### src/rtl/core/tmbp_pkg.sv
// Shared types and constants for the tempo map beat position unit.
package tmbp_pkg;

   localparam int TIME_W      = 32;
   localparam int BPM_W       = 18;
   localparam int BEATS_W     = 48;
   localparam int COUNT_OUT_W = 7;
   localparam int STATUS_W    = 2;

   // Sum of span_ms * bpm_q8; the spans tile part of [0, now] so it stays below 2^50.
   localparam int ACC_W = TIME_W + BPM_W;

   // beats = floor(sum * 256 / 60000) = floor(sum * 8 / 1875).
   localparam int          PRE_SHIFT  = 3;
   localparam int          DIGIT_W    = 4;
   localparam int          QUO_W      = ((ACC_W + PRE_SHIFT + DIGIT_W - 1) / DIGIT_W) * DIGIT_W;
   localparam int          DIV_STEPS  = QUO_W / DIGIT_W;
   localparam int          DIV_CNT_W  = $clog2(DIV_STEPS + 1);
   localparam int          REM_W      = 12;
   localparam logic [REM_W-1:0] DIVISOR = REM_W'(60000 / 32);

   localparam logic REQ_INSERT = 1'b0;
   localparam logic REQ_QUERY  = 1'b1;

   typedef enum logic [STATUS_W-1:0] {
      ST_INSERTED  = 2'd0,
      ST_OVERWRITE = 2'd1,
      ST_FULL      = 2'd2,
      ST_ANSWER    = 2'd3
   } status_code_type;

   typedef enum logic [3:0] {
      OP_NONE      = 4'd0,
      OP_LOAD      = 4'd1,
      OP_INS_START = 4'd2,
      OP_SCAN      = 4'd3,
      OP_SHIFT     = 4'd4,
      OP_PLACE     = 4'd5,
      OP_Q_START   = 4'd6,
      OP_WALK      = 4'd7,
      OP_DIV_LOAD  = 4'd8,
      OP_DIV_STEP  = 4'd9,
      OP_FINISH    = 4'd10
   } dp_op_type;

   typedef struct packed {
      dp_op_type op;
   } ctl_cmd_type;

   typedef struct packed {
      logic empty;
      logic t_zero;
      logic scan_hit;
      logic scan_greater;
      logic scan_done;
      logic full;
      logic shift_done;
      logic q_go;
      logic walk_stop;
      logic pipe_empty;
      logic div_done;
      logic out_free;
   } dp_status_type;

endpackage

### src/rtl/core/tmbp_ctrl.sv
// Controller state machine that sequences inserts and queries over the datapath.
module tmbp_ctrl import tmbp_pkg::*; (
   input  logic          clock,
   input  logic          reset,
   input  logic          req_valid,
   output logic          req_ready,
   input  logic          req_type,
   output ctl_cmd_type   cmd,
   input  dp_status_type stat
);

   typedef enum logic [9:0] {
      S_IDLE      = 10'b00_0000_0001,
      S_INS_START = 10'b00_0000_0010,
      S_SCAN      = 10'b00_0000_0100,
      S_SHIFT     = 10'b00_0000_1000,
      S_PLACE     = 10'b00_0001_0000,
      S_Q_START   = 10'b00_0010_0000,
      S_WALK      = 10'b00_0100_0000,
      S_DRAIN     = 10'b00_1000_0000,
      S_DIV       = 10'b01_0000_0000,
      S_FIN       = 10'b10_0000_0000
   } ctl_state_type;

   ctl_state_type state_ff, state_in;

   always_comb begin
      state_in  = state_ff;
      cmd.op    = OP_NONE;
      req_ready = 1'b0;
      unique case (state_ff)
         S_IDLE: begin
            req_ready = 1'b1;
            if (req_valid) begin
               cmd.op   = OP_LOAD;
               state_in = (req_type == REQ_QUERY) ? S_Q_START : S_INS_START;
            end
         end
         S_INS_START: begin
            cmd.op = OP_INS_START;
            if (stat.empty) begin
               state_in = stat.t_zero ? S_FIN : S_PLACE;
            end else begin
               state_in = S_SCAN;
            end
         end
         S_SCAN: begin
            cmd.op = OP_SCAN;
            if (stat.scan_hit) begin
               state_in = S_FIN;
            end else if (stat.scan_done) begin
               if (stat.full) begin
                  state_in = S_FIN;
               end else if (stat.scan_greater) begin
                  state_in = S_SHIFT;
               end else begin
                  state_in = S_PLACE;
               end
            end
         end
         S_SHIFT: begin
            cmd.op = OP_SHIFT;
            if (stat.shift_done) begin
               state_in = S_PLACE;
            end
         end
         S_PLACE: begin
            cmd.op   = OP_PLACE;
            state_in = S_FIN;
         end
         S_Q_START: begin
            cmd.op   = OP_Q_START;
            state_in = stat.q_go ? S_WALK : S_DRAIN;
         end
         S_WALK: begin
            cmd.op = OP_WALK;
            if (stat.walk_stop) begin
               state_in = S_DRAIN;
            end
         end
         S_DRAIN: begin
            if (stat.pipe_empty) begin
               cmd.op   = OP_DIV_LOAD;
               state_in = S_DIV;
            end
         end
         S_DIV: begin
            cmd.op = OP_DIV_STEP;
            if (stat.div_done) begin
               state_in = S_FIN;
            end
         end
         S_FIN: begin
            cmd.op = OP_FINISH;
            if (stat.out_free) begin
               state_in = S_IDLE;
            end
         end
         default: begin
            state_in = S_IDLE;
         end
      endcase
   end

   always_ff @(posedge clock) begin
      if (reset) begin
         state_ff <= S_IDLE;
      end else begin
         state_ff <= state_in;
      end
   end

endmodule

### config.mk
export PLATFORM = sky130hd
export DESIGN_NAME = tmbp_ctrl
export DESIGN_NICKNAME = d
export VERILOG_FILES = /design/src/rtl/core/tmbp_pkg.sv /design/src/rtl/core/tmbp_ctrl.sv
export SDC_FILE = /design/constraint.sdc
export NUM_CORES = 1
export LEC_CHECK = 0
export BUFFER_PORTS_ARGS = -buffer_cell sky130_fd_sc_hd__buf_2
export CAP_MARGIN = 20
export CORE_MARGIN = 5
export CORE_UTILIZATION = 40
export CTS_CLUSTER_SIZE = 24
export DETAILED_ROUTE_END_ITERATION = 8
export HOLD_SLACK_MARGIN = 0.15
export PLACE_DENSITY = 0.62
export SKIP_LAST_GASP = 1
export SLEW_MARGIN = 10
export SYNTH_ARGS = -nofsm -noshare
export SYNTH_HDL_FRONTEND = slang
export SYNTH_SLANG_ARGS = --single-unit
### constraint.sdc
create_clock -name clock -period 4 [get_ports clock]
set_input_delay 0.2 -clock clock [delete_from_list [all_inputs] [get_ports clock]]
set_output_delay 0.2 -clock clock [all_outputs]
set_load 0.02 [all_outputs]
Word-level counts from Yosys, hierarchy flattened. Cells that the tools add are included.

Bits of input ports: 16. Logic and storage cells: 38. Register bits: 10.

Reductions and logical operators: 1. Equality and inequality tests: 17. Mux-type cells: 19.

Operators with widths (count): $mux 10 (11); $pmux 10 s10 (1); $pmux 4 s10 (1); $ne 2x2->1 const B (6); $eq 10x1->1 const B (1); $eq 10x10->1 const B (1); $eq 10x2->1 const B (1); $eq 10x3->1 const B (1); $eq 10x4->1 const B (1); $eq 10x5->1 const B (1); $eq 10x6->1 const B (1); $eq 10x7->1 const B (1); $eq 10x8->1 const B (1); $eq 10x9->1 const B (1); $mux 8 (1); $reduce_and 7->1 (1); $mux 6 (1); $mux 5 (1); $mux 4 (1); $ne 3x3->1 const B (1); $mux 1 (2).

Depth between registers and ports, before layout.
Word-level depth: 5. Gate-level depth with buffers: 6.

Least setup slack after synthesis. OpenSTA, ideal clock, no wires.

Path type: register -> output. From: reg state_ff[0]. To: out cmd[3] (netlist name). Data required time: 3800 ps. Arrival time: 1889 ps. Setup slack: 1911 ps. Stages on the path, launching flop included: 4. Cell sequence: dfxtp_1 > or4_4 > or4_4 > o31ai_1.

RTL lines: from (decl) (line tmbp_ctrl.sv:25) `ctl_state_type state_ff, state_in;`; from (signal assigned) (line tmbp_ctrl.sv:109) `state_ff <= state_in;`; to (decl) (line tmbp_ctrl.sv:8) `output ctl_cmd_type cmd,`.

==> flow_summary_export.csv <==
group,metric,value,unit
route,ant_nets,0,
placement,io_buffers,20,
global_routing,grt_pass1_wl,3.82,mm
global_routing,track_usage,0.152,
yosys,mappedNetlistArea,838,µm²
yosys,ys.flop_type,"dfxtp_1",
timing,fin_crit,2.57,ns
pwr,p_leak,0.379,nW
global_routing,use_met1,0.194,
yosys,syn_area_per_cell,7.83,µm²
floorplan,die_area,3110,µm²
floorplan,io-pin-count,21,
floorplan,die_h,55.8,µm
global_routing,top_usage_layer,"met2",
clocking,clk_latency,0.28,ns
timing,finalHoldViolations,0,
clocking,tritoncts,"built",
setup_path,arrival,2.37,ns
yosys,synthCells,107,
yosys,async_reset_ff_frac,0,
timing,relSlewSlack,0.295,
setup_path,crit_start,"state_ff[2]",
final_layout,top_register,"state_ff",
final_layout,largestRegisters,"state_ff x10",
global_routing,grt_pass1_vias,849,
yosys,synth_nets,123,
timing,finalCritPeriodShare,0.643,
yosys,synth_warnings,0,
route,via_count,906,
timing,setup_tns,0,ns
floorplan,floorplan.initialDensity,0.423,
global_routing,grtUsageMet3,0.0278,
clocking,numCtsBuffers,3,
final_layout,fin_util,0.497,
final_layout,layout_commonest_cell,"buf_2",
final_layout,syn_to_final_growth,17.5,%
run,max_cap_viol_count,0,
timing,layout_setup_ws,1.43,ns
setup_path,start_kind,"flop",
hold_path,min_from,"reset",
final_layout,diodes,0,
global_routing,antenna_found_initial,0,
route,drc,0,
final_layout,largest_reg_flops,10,
timing,clock_skew,0.0148,ns
global_routing,grt_max_degree,13,
setup_path,worstSetupPathType,"reg2out",
route,drt-vias-per-instance,5.96,
floorplan,rows,16,
route,drt_first_pass_iters,5,
final_layout,drive_above_1_share,0.240,
final_layout,n_fill_cell,208,
final_layout,nets,142,
setup_path,crit_path_end_kind,"primary output",
setup_path,path_max_fanout,9,
global_routing,grtUsageMet2,0.242,
clocking,cts_buffer_depth,2,
timing,fmax,0.389,GHz
floorplan,core,1980,µm²
yosys,synth.yosys.seq_area_share,0.239,
placement,gp_congestion,0.830,
setup_path,r2r-start,"state_ff[2]",
global_routing,overflow,0,
pwr,p_per_area,333,nW/µm²
route,routed_wl,2.35,mm
clocking,post_cts_buffers,0,
clocking,cts_resized,0,
final_layout,layout_common_cells,"buf_2 (20), nor2_1 (12), dfxtp_1 (10)",
yosys,synth_cell_types,39,
clocking,cts-hold-fix-buffers,1,
route,first_iter_violations,27,
hold_path,min-delay-path-class,"in2reg",
clocking,cts_max_level,1,
placement,hpwl,1.70,mm
yosys,netlist_top_cells_area,"dfxtp_1 (24%), nor2_1 (5.4%), nor4b_1 (4.2%)",
floorplan,die_w,55.8,µm
timing,rsz0062_at_grt,"no",
yosys,synth_edf_count,0,
yosys,synth.largest_area_cell,"dfxtp_1",
yosys,yosysTopAreaCellShare,0.239,
timing,fin_hold_ws,0.200,ns
timing,setup_viol,0,
pwr,max-vdd-ir-drop,202,µV
status,outcome,"complete, no violations",
placement,post-place-ws,1.86,ns
setup_path,worstPathRequired,3.80,ns
timing,maxSlewViolCount,0,
clocking,numClockSinks,10,
timing,tightest_slew,1.05,ns
clocking,root_buffer,"clkbuf_4",
yosys,ys_seq_elements,10,
pwr,p_total,328,µW
clocking,path_clk_slew,0.09,ns
route,wl_per_cell,15.5,µm
## path summary, 6_finish.rpt
kind | end | slack, ns | cells after the start
worst max-delay path | cmd[1] | 1.43 | 6
worst min-delay path | state_ff[8] | 0.20 | 2
worst max register to register | state_ff[9] | 1.79 | 5
worst min register to register | state_ff[8] | 0.62 | 2
## per-stage QoR
step                      area (µm²)  std cells
after global routing             985        152
after global placement           938        147
after CTS                        985        152
final                            985        152
after floorplan                  838        107
after detailed placement         938        147
## power by group
group	leakage [nW]	internal, mW	total [mW]	switching [mW]
combinational	0.277	0.0473	0.114	0.0671
sequential	0.0811	0.105	0.116	0.0104
clock	0.0210	0.0553	0.0984	0.0430
## cell families after synthesis
family | share of synthesized area
AOI/OAI and AO/OA | 0.204
buffers and inverters | 0.0448
DFF | 0.239
xor gates and xnor gates | 0.0313
and+or+nand+nor | 0.457
muxes | 0.0239
## worst max-delay path, stage by stage, from the launching register on
cell,delay [ns]
dfxtp_1,0.38
nor4_1,0.87
nand2b_1,0.19
nor3_1,0.27
nand3_1,0.11
nand3_1,0.09
buf_2,0.17
## final cells by class
cell class              count  area [µm²]  area share
repair buffers             21         110       0.112
clock buffers               4        36.3      0.0368
multi-input cells          89         601       0.610
inverters                   1        3.75     0.00381
flip-flops and latches     10         200       0.203
well taps                  27        33.8      0.0343
## Yosys cell counts (3+ instances only)
cell	count
nor4b_1	4
a31oi_1	5
o21ai_0	4
nand2_1	5
dfxtp_1	10
nor2_1	12
clkbuf_1	6
nor4_1	3
nand4_1	3
or4_4	3
nor3_1	3
a21oi_1	4
nand3_1	5
nor2b_1	5
## layer usage
metal / vias to the layer above / routed length, µm
met4: 0 / 34
met3: 4 / 102
li1: 454 / -
met1: 424 / 1060
met5: - / 0
met2: 24 / 1160
No activity file was read; power rests on OpenSTA's default activity.
